## config.mk

```make
export PLATFORM = sky130hd
export DESIGN_NAME = vser_mul
export DESIGN_NICKNAME = d
export VERILOG_FILES = /design/src/hdl/vser_mul.sv
export SDC_FILE = /design/constraint.sdc
export NUM_CORES = 2
export LEC_CHECK = 0
export BUFFER_PORTS_ARGS = -buffer_cell sky130_fd_sc_hd__buf_2
export CAP_MARGIN = 20
export CORE_MARGIN = 2
export CORE_UTILIZATION = 40
export DETAILED_ROUTE_END_ITERATION = 16
export SLEW_MARGIN = 20
export SYNTH_ARGS = -nofsm -noshare
export SYNTH_HDL_FRONTEND = slang
export SYNTH_SLANG_ARGS = --single-unit
export TNS_END_PERCENT = 10
```

## constraint.sdc

```tcl
create_clock -name clock -period 21.8 [get_ports clock]
set_input_delay 4.36 -clock clock [delete_from_list [all_inputs] [get_ports clock]]
set_output_delay 4.36 -clock clock [all_outputs]
set_load 0.05 [all_outputs]
```

## src/hdl/vser_mul.sv

```systemverilog
`timescale 1ns / 1ps
// ----------------------------------------------------------------------------
// Registered multiplier
// Signed 34 x 34 multiply with the product registered.
// ----------------------------------------------------------------------------
module vser_mul (
   input  logic               clock,
   input  logic signed [33:0] mul_a,
   input  logic signed [33:0] mul_b,
   output logic signed [67:0] mul_p
);

   logic signed [67:0] p_ff;

   always_ff @(posedge clock) begin
      p_ff <= mul_a * mul_b;
   end

   assign mul_p = p_ff;

endmodule

```

==> summary by stage <==
Outcome
The run finished with clean final reports.

Clocking
The post-CTS clock slew at the launch and capture registers of the worst setup and hold paths is ~0.070 ns. TritonCTS built the clock tree. Counting every sink on the clock net gives 68. The number of buffers added to fix hold violations after cts is 0.

In this run, CTS created clock tree buffers numbering 9. Once the clock tree was built, the resizer swapped 0 gates to a different size. In this run the clock root is driven by a sky130_fd_sc_hd__clkbuf_16. The number of buffers inserted to repair setup after CTS is 0. In this run the deepest clock path goes through 2 buffers. The H-tree depth is 3.

Floorplan
The I/O pin total is 137. The floorplan row count is 120. The die is around 330 um tall. The placeable core region is between 0.1 and 0.15 mm^2.

The horizontal extent of the die is 332 um. The die area is 0.110 mm^2. The initial standard-cell utilization of the core is 0.402.

Worst hold path
The tightest min-delay check is of the in2reg type. For hold timing, the worst endpoint is mul_p[0]. The beginning of the worst hold path is mul_b[0]. Along the worst hold path, the cell count comes to 3.

Setup path
The largest single stage delay on the critical path is 0.82 ns. Among all stages on the critical path, the largest delay is contributed by sky130_fd_sc_hd__buf_2. The kind of critical path is in2reg. STA classifies the critical path endpoint as a flip-flop. The required time at the worst-slack endpoint is roughly 22 ns.

The number of buffer and inverter instances along the worst setup path is 5. Data on the critical path arrives at its endpoint at between 10 and 15 ns. The most common cell type on the critical path is sky130_fd_sc_hd__fa_1. The critical path launch point type is an input pin. The top cell family by delay on the critical path is adder cells. The maximum fanout along the worst path is 34.

STA
Timing would allow up to 0.0802 GHz. Hold timing on the final database bottoms out at a slack of 4.55 ns. The slack of the critical path is a little over 9 ns. Headroom to the max-slew limit came out at 0.247. The number of hold violations in the final report is 0. Setup repair after global routing left no endpoint under its margin. The max-slew violation count is 0. The worst path needs about 12 ns of the cycle, external delays included. The final cycle utilization of the critical path is 0.572. The actual slew at the worst max-slew pin is ~1.1 ns. Setup violations remaining at the end of the flow were counted as 0. The final setup TNS is 0 ns.

Route
After detailed routing, the number of vias per cell comes to between 5 and 6. The count of vias placed by the detailed router is 29500. Dividing the detail-routed wire length by the instance count gives 19.9 um. The final layout contains routed wiring with a total length of roughly 120000 um. Before antenna repair, the detailed router went through 7 iterations.

After detailed routing, the number of remaining DRC violations is 0. In this run, the number of DRC markers left after iteration 0 of detailed routing was about 1800. Once detail routing completed, the nets flagged for antenna violations numbered 0.

Placement
The congestion estimate from routability-driven global placement came to 0.875. Detailed placement ended at an HPWL of approximately 91000 um. Before CTS, the worst setup slack after placement is between 8 and 9 ns. The quantity of I/O buffers inserted on ports is about 140.

Synthesis
The total standard cell area after synthesis is about 0.043 mm^2. The synthesized netlist net count is between 6000 and 7000. The share of the synthesized netlist area taken by xor and xnor gates is 0.0161.

The number of enable flip-flop cells after synthesis is 0. During synthesis, Yosys emitted a total of 0 warnings. The share of synthesized cell area in full adder, half adder and majority cells is 0.637. By area, the combinational part of the netlist is dominated by adder cells. Synthesis instantiated 69 different standard cells from the library. The sequential cell area fraction in the yosys report is 0.0316. Synthesis produced 4554 cells. The share of the synthesized area in compound gates (AO/OA/AOI/OAI) came to 0.0335. For this run, the leading register cell type out of synthesis is sky130_fd_sc_hd__dfxtp_1. Measured against the total synthesized area, the mux share comes to 0. In this run, synthesis produced a sequential element count of about 70.

The share of flip-flops with an asynchronous set or reset after synthesis is 0. The post-synthesis simple-gate area fraction is 0.154. Dividing the synthesized area by the synthesized cell count gives 9.45 um^2.

GRT
Entering global routing, the biggest net connects 35 pins. The total overflow left after global routing is 0. The via count of the first global-routing pass came to 33000.

The number of antenna violations at the first check in global routing was 18. The global routing usage summed across all routing layers is 0.225. The first-pass GRT wire length is 191000 um.

Cells and area
The register with the most flip-flops in the layout has about 70 of them. In the final layout, the multi-input gates occupy between 0.03 and 0.04 mm^2. Counting the fill cells in the layout gives between 10000 and 15000. The net count reported at finish is ~6000. Of the cells placed in the final design, the portion with a size suffix greater than 1 is 0.0449. Across the whole layout, storage elements account for ~0.0014 mm^2. Compared with the post-synthesis result, the final layout area differs by 4.57%.

Run
The number of maximum-capacitance violations is 0.
-- worst max path at each step --
stage / from / endpoint / slack, ns / depth (start not counted)
2_1_floorplan: mul_a[33] / mul_p[65] / 9.95 / 24
3_3_place_gp: mul_b[11] / mul_p[67] / 8.99 / 25
3_5_place_dp: mul_b[11] / mul_p[67] / 8.94 / 25
4_1_cts: mul_b[11] / mul_p[67] / 9.37 / 25
5_1_grt: mul_a[33] / mul_p[62] / 8.98 / 23
6_report: mul_b[11] / mul_p[67] / 9.34 / 25
-- cell type report --
type,count,area share
multi-input combinational,3026,0.803
clock inverter,5,0.000834
tap,1403,0.0390
sequential,68,0.0303
inverter,1232,0.103
timing repair buffer,155,0.0183
antenna,5,0.000278
clock buffer,10,0.00531
-- cell usage in the layout, fill, tap and decap left out, types with 54 or more instances in the layout --
cell,n
sky130_fd_sc_hd__ha_1,204
sky130_fd_sc_hd__nor2_1,54
sky130_fd_sc_hd__inv_1,1231
sky130_fd_sc_hd__a21oi_1,61
sky130_fd_sc_hd__fa_1,1241
sky130_fd_sc_hd__buf_2,136
sky130_fd_sc_hd__nand2_1,542
sky130_fd_sc_hd__dfxtp_1,68
sky130_fd_sc_hd__and2_1,621
sky130_fd_sc_hd__xnor2_1,56
-- per-layer routing --
| metal | GRT usage | wire [um] |
|---|---|---|
| met1 | 0.304 | 49300 |
| met5 | 0 | 69 |
| met3 | 0.0315 | 7070 |
| met4 | 0.0588 | 3240 |
| met2 | 0.381 | 57900 |
-- synthesized netlist by cell type, types with 3 or more instances --
cell type / count / share of area
sky130_fd_sc_hd__nand2_1: 542 / 0.047
sky130_fd_sc_hd__nand3_1: 11 / 0.0013
sky130_fd_sc_hd__fa_1: 1241 / 0.58
sky130_fd_sc_hd__ha_1: 204 / 0.059
sky130_fd_sc_hd__and3_1: 5 / 0.00073
sky130_fd_sc_hd__o21bai_1: 12 / 0.0021
sky130_fd_sc_hd__nor2b_1: 9 / 0.0013
sky130_fd_sc_hd__o21ai_1: 7 / 0.00081
sky130_fd_sc_hd__o211ai_1: 3 / 0.00052
sky130_fd_sc_hd__and3_2: 3 / 0.00052
sky130_fd_sc_hd__a31oi_1: 7 / 0.0010
sky130_fd_sc_hd__clkbuf_1: 214 / 0.019
sky130_fd_sc_hd__or2_2: 4 / 0.00058
sky130_fd_sc_hd__a21o_1: 37 / 0.0065
sky130_fd_sc_hd__o21ai_0: 31 / 0.0036
sky130_fd_sc_hd__dfxtp_1: 68 / 0.032
sky130_fd_sc_hd__and2_1: 621 / 0.090
sky130_fd_sc_hd__xor2_1: 23 / 0.0047
sky130_fd_sc_hd__a221oi_1: 3 / 0.00061
sky130_fd_sc_hd__xnor2_1: 56 / 0.011
sky130_fd_sc_hd__buf_4: 4 / 0.00070
sky130_fd_sc_hd__nand2b_1: 20 / 0.0029
sky130_fd_sc_hd__o21a_1: 4 / 0.00070
sky130_fd_sc_hd__o41ai_2: 3 / 0.0011
sky130_fd_sc_hd__nor2_1: 54 / 0.0047
sky130_fd_sc_hd__nand4_1: 11 / 0.0016
sky130_fd_sc_hd__o41ai_1: 3 / 0.00061
sky130_fd_sc_hd__a21oi_1: 61 / 0.0071
sky130_fd_sc_hd__inv_1: 1231 / 0.11
sky130_fd_sc_hd__a211oi_1: 6 / 0.0010
sky130_fd_sc_hd__nor3_1: 5 / 0.00058
-- through the flow --
| step | area [um^2] | util | instances |
|---|---|---|---|
| floorplan | 43000 | - | 4554 |
| global placement | 44700 | 0.418 | 5884 |
| detailed placement | 44700 | 0.418 | 5884 |
| CTS | 45000 | 0.421 | 5899 |
| global route | 45000 | 0.421 | 5899 |
| finish | 45000 | 0.421 | 5904 |
-- cells by family after synthesis --
logic type | after synthesis
AOI/OAI and AO/OA | 206
and+or+nand+nor | 1296
adders and majority gates | 1445
xor gates and xnor gates | 79
buffers and inverters | 1460
DFF | 68
Power is not shown: default switching activity piles up to over one toggle a cycle in this logic, so the estimate is an artifact.
