$ cat src/hdl/vser_pkg.sv
`timescale 1ns / 1ps
// ----------------------------------------------------------------------------
// Vertex set rotator package
// Shared types, constants and small tables for the vertex rotator.
// ----------------------------------------------------------------------------
package vser_pkg;

   localparam int NUM_VERTICES   = 8;
   localparam int VIDX_W         = (NUM_VERTICES > 1) ? $clog2(NUM_VERTICES) : 1;
   localparam int TRIG_FRAC_BITS = 30;
   localparam int RND_SH         = 62 - TRIG_FRAC_BITS;
   localparam int NUM_STEPS      = 21;

   localparam logic [VIDX_W-1:0] LAST_IDX = VIDX_W'(NUM_VERTICES - 1);

   // pi/2 in Q1.63, split into halves for the 32-bit multiplier
   localparam logic [31:0] HALF_PI_HI = 32'hC90FDAA2;
   localparam logic [31:0] HALF_PI_LO = 32'h2168C235;
   localparam logic [63:0] ONE_Q62    = 64'h4000_0000_0000_0000;

   localparam logic [31:0] CUBE_LO = 32'd16384000;   // 250.0 in Q16.16
   localparam logic [31:0] CUBE_HI = 32'd49152000;   // 750.0 in Q16.16

   typedef struct packed {
      logic signed [31:0] x;
      logic signed [31:0] y;
      logic signed [31:0] z;
   } vtx_type;

   typedef struct packed {
      logic               done;
      logic signed [31:0] sin;
      logic signed [31:0] cos;
   } trig_rsp_type;

   typedef enum logic [2:0] {
      CSR_CENTER_X = 3'd0,
      CSR_CENTER_Y = 3'd1,
      CSR_CENTER_Z = 3'd2,
      CSR_SPEED_X  = 3'd3,
      CSR_SPEED_Y  = 3'd4,
      CSR_SPEED_Z  = 3'd5
   } csr_idx_type;

   typedef enum logic [1:0] {
      AX_Z = 2'd0,
      AX_X = 2'd1,
      AX_Y = 2'd2
   } axis_type;

   typedef enum logic [3:0] {
      S_IDLE,
      S_TSTART,
      S_TWAIT,
      S_RD,
      S_DIFF,
      S_MUL,
      S_WR,
      S_ORD,
      S_OCAP,
      S_OUT
   } st_type;

   typedef enum logic [3:0] {
      T_IDLE,
      T_ANG,
      T_RED,
      T_XHI,
      T_XLO,
      T_XSUM,
      T_MQ,
      T_DIV,
      T_UPD,
      T_RND
   } trig_st_type;

   // cube corner that a vertex holds until first loaded
   function automatic vtx_type cube_vertex(input logic [VIDX_W-1:0] idx);
      int      k;
      vtx_type v;
      k   = int'(idx) % 8;
      v.x = (k == 0 || k == 3 || k == 4 || k == 7) ? CUBE_LO : CUBE_HI;
      v.y = (k == 0 || k == 1 || k == 4 || k == 5) ? CUBE_LO : CUBE_HI;
      v.z = (k < 4) ? (32'd0 - CUBE_LO) : CUBE_LO;
      return v;
   endfunction

   // series step j covers order n = j + 1: odd n feeds cosine, even n sine
   function automatic logic [8:0] step_div(input logic [4:0] j);
      int n;
      n = int'(j) + 1;
      return 9'(n * (n + 1));
   endfunction

   function automatic logic step_sub(input logic [4:0] j);
      int n;
      n = int'(j) + 1;
      return 1'(((n + 1) >> 1) & 1);
   endfunction

   function automatic logic step_cos(input logic [4:0] j);
      return ~j[0];
   endfunction

endpackage

$ cat src/hdl/vser_vram.sv
`timescale 1ns / 1ps
// ----------------------------------------------------------------------------
// Vertex memory
// One write and one registered read port; entries never written read as
// their cube corner.
// ----------------------------------------------------------------------------
module vser_vram (
   input  logic                        clock,
   input  logic                        reset,
   input  logic                        wr_en,
   input  logic [vser_pkg::VIDX_W-1:0] wr_addr,
   input  vser_pkg::vtx_type           wr_data,
   input  logic                        rd_en,
   input  logic [vser_pkg::VIDX_W-1:0] rd_addr,
   output vser_pkg::vtx_type           rd_data
);
   import vser_pkg::*;

   vtx_type                 mem_ff [NUM_VERTICES];
   logic [NUM_VERTICES-1:0] vld_ff;
   vtx_type                 rd_ff;
   logic                    rd_vld_ff;
   logic [VIDX_W-1:0]       rd_addr_ff;

   always_ff @(posedge clock) begin
      if (wr_en) begin
         mem_ff[wr_addr] <= wr_data;
      end
      if (rd_en) begin
         rd_ff      <= mem_ff[rd_addr];
         rd_addr_ff <= rd_addr;
      end
   end

   always_ff @(posedge clock) begin
      if (reset) begin
         vld_ff    <= '0;
         rd_vld_ff <= 1'b0;
      end else begin
         if (wr_en) begin
            vld_ff[wr_addr] <= 1'b1;
         end
         if (rd_en) begin
            rd_vld_ff <= vld_ff[rd_addr];
         end
      end
   end

   assign rd_data = rd_vld_ff ? rd_ff : cube_vertex(rd_addr_ff);

endmodule

$ cat config.mk
export PLATFORM = sky130hd
export DESIGN_NAME = vser_vram
export DESIGN_NICKNAME = d
export VERILOG_FILES = /design/src/hdl/vser_pkg.sv /design/src/hdl/vser_vram.sv
export SDC_FILE = /design/constraint.sdc
export NUM_CORES = 1
export LEC_CHECK = 0
export BUFFER_PORTS_ARGS = -buffer_cell sky130_fd_sc_hd__buf_2
export CAP_MARGIN = 20
export CORE_ASPECT_RATIO = 0.9
export CORE_MARGIN = 2
export CORE_UTILIZATION = 25
export CTS_CLUSTER_DIAMETER = 30
export DETAILED_ROUTE_END_ITERATION = 8
export SETUP_SLACK_MARGIN = 0.5
export SLEW_MARGIN = 10
export SYNTH_ARGS = -nofsm -noshare
export SYNTH_HDL_FRONTEND = slang
export SYNTH_SLANG_ARGS = --single-unit
export TNS_END_PERCENT = 5
$ cat constraint.sdc
create_clock -name clock -period 32.1 [get_ports clock]
set_clock_uncertainty 0.1 [all_clocks]
set_input_delay 0 -clock clock [delete_from_list [all_inputs] [get_ports clock]]
set_output_delay 0 -clock clock [all_outputs]
set_load 0.005 [all_outputs]
==> impl_metrics.ini <==
[status]
status = finished, final reports clean

[floorplan]
die_x_um = 386.6
coreArea_sq_um = 131000
die_h_um = 348.4
initial_utilization_pct = 25.14
fp-row-count = 126
pin_count = 202
die_area_sq_um = 134700

[sta]
finalCriticalPeriod_ns = 3.517
setup_viol = 0
period_share_pct = 10.96
maxSlewViolCount = 0
grt_setup_unrepaired = false
final.setup.tns_ns = 0
worst_pin_slew_ns = 1.107
slew_headroom_pct = 26.22
hold_viol = 0
clock.fmax_ghz = 0.2843

[layout]
final_design_area_no_fill_sq_um = 44430
nNetsFinal = 2016
area_growth_pct = 34.88
final_common_cell = edfxtp_1
final_layout_size_suffix_gt1_share_pct = 39.33
layout_common_cells = edfxtp_1, dlygate4sd3_1, buf_2

[route]
post_drt_wl_per_cell_um = 20.99
vias_per_cell = 4.230
remaining_drc_errors = 0
drtIter0Drc = 1177
met1_length_mm = 34.89
drtPass1Iterations = 5
met3_length_mm = 4.891
num_vias = 16029
routed.top_layer = met5
wl_met2_mm = 37.98
ant_nets = 0
routed_wl_mm = 79.55

[worst_hold_path]
min_to = mem_ff[4][47]
worstHoldStart = wr_data[47]
min_path_type = primary input to register
worst_hold_path.num_cells = 2

[yosys]
synth_flop_cell = edfxtp_1
synth_warnings = 0
syn-instance-count = 1371
synth_area_sq_um = 32940
yosysTopAreaCellShare_pct = 79.03
synth_area_leaders = edfxtp_1, mux4_2, mux2_2, and2_1, mux4_1
ys_seq_area_share_pct = 79.58
synth_fp_nets = 1477
async_flop_share_pct = 0
postSynthAreaPerCell_sq_um = 24.03
ys_types = 27
ys_seq_elements = 876
yosys.area.top_type = edfxtp_1
synth_edf_count = 867

[job]
max_cap_viol_count = 0

[setup_path]
reg2regPathDepth = 4
cp.arrival_ns = 3.42
rrSetupSlack_ns = 30.25
r2r_end = rd_vld_ff
r2r_start = vld_ff[2]
required_ns = 32.00
crit_path_start_kind = register
worstSetupPathType = register to output pin
cp_max_fo = 56
end_kind = output pin

[placement]
finalWeightedCongestion = 0.6732
io_buffers = 201
dp_hpwl_mm = 38.71
place_area_sq_um = 36040

[global_route]
grt_pass1_wl_mm = 117.0
antenna_found_initial = 10
track_usage_pct = 11.92
grt_max_degree = 103
overflow = 0
grt_pass1_vias = 18036

[pwr]
pwr_density_cell_nw_per_um2 = 75.76
leakagePower_nw = 15.00
ir_drop_uv = 52.66

[clocking]
htreeDepth = 4
cts-root-buf = clkbuf_16
post_cts_resized = 0
cts_max_path_buffers = 3
cts_sinks = 876
cts_buffers = 174
clk_latency_ns = 0.79
post_cts_buffers = 0
cts_tree = built
cts.clk_slew.worst_paths_ns = 0.05
holdBufCountCts = 203
-- critical path: stages (launching register included) --
cell      delay (ns)
dfxtp_4         0.77
buf_4           0.84
nand2b_1        0.43
nand2_1         0.26
buf_2           0.20
-- cell type report --
cell class / instances / area, sq um
fill: 12115 / 86580
sequential: 876 / 26220
multi-input combinational: 427 / 6380
clock buffer: 186 / 4399
timing repair buffer: 429 / 3318
tap: 1728 / 2162
clock inverter: 137 / 1934
antenna: 4 / 10.01
inverter: 2 / 7.507
-- report_power, final --
part / leakage, nW / internal [W] / switching (W) / total (W)
clock: 3.00 / 0.00126 / 0.000639 / 0.00190
combinational: 3.97 / 0.0000727 / 0.0000749 / 0.000148
sequential: 8.02 / 0.00131 / 0.0000115 / 0.00132
-- stage by stage --
step                setup slack, ns  cells  hold WS, ns  utilization, %  power (W)
floorplan                     21.10   1371    -0.004380               -   0.001415
global placement              29.22   3259       0.1524           27.51   0.001465
detailed placement            29.21   3259       0.1702           27.51   0.001472
CTS                           28.33   3785      0.02480           33.91   0.003407
global route                  28.24   3786      0.04524           33.91   0.003478
finish                        28.58   3789      0.07631           33.91   0.003366
-- Yosys cell counts, types with 9 or more instances --
cell type  count
edfxtp_1     867
mux4_2       180
mux2_2        96
and2_1        65
clkbuf_1      25
nand2_1       17
buf_6         15
buf_2         14
nor2_1        14
mux4_1        13
nand2b_1      13
a21o_1        10
buf_1         10
dfxtp_1        9
-- worst max-delay path by stage --
stage               startpoint  depth (start not counted)  slack, ns      endpoint
floorplan           wr_addr[0]                          1      21.10  mem_ff[0][0]
global placement     rd_vld_ff                          4      29.22   rd_data[21]
detailed placement  rd_addr[0]                          4      29.21     rd_ff[75]
CTS                  rd_vld_ff                          4      28.33   rd_data[21]
global route         rd_vld_ff                          4      28.24   rd_data[21]
finish               rd_vld_ff                          4      28.58   rd_data[21]
-- sequential cells by signal (all words and copies together), names as in the netlist --
register	count
mem_ff	768
rd_addr_ff	3
rd_ff	96
rd_vld_ff	1
vld_ff	8
-- metal layers --
| metal | GRT usage [%] | up-vias |
|---|---|---|
| met4 | 4.522 | 4 |
| met3 | 3.253 | 141 |
| met2 | 18.95 | 483 |
| met1 | 15.55 | 8479 |
| li1 | - | 6922 |
| met5 | 0 | - |
-- cell families (layout without fill, tap and decap cells) --
| kind of cell | count (synthesis) | count (layout) | synth area share (%) |
|---|---|---|---|
| flops | 876 | 876 | 79.58 |
| mux | 293 | 293 | 16.75 |
| simple gates | 116 | 116 | 2.021 |
| buf+inv | 68 | 754 | 1.238 |
| compound gates | 17 | 17 | 0.3874 |
| xor+xnor | 1 | 1 | 0.02659 |
| other cells | 0 | 4 | 0 |
(Power assumes the default switching activity.)
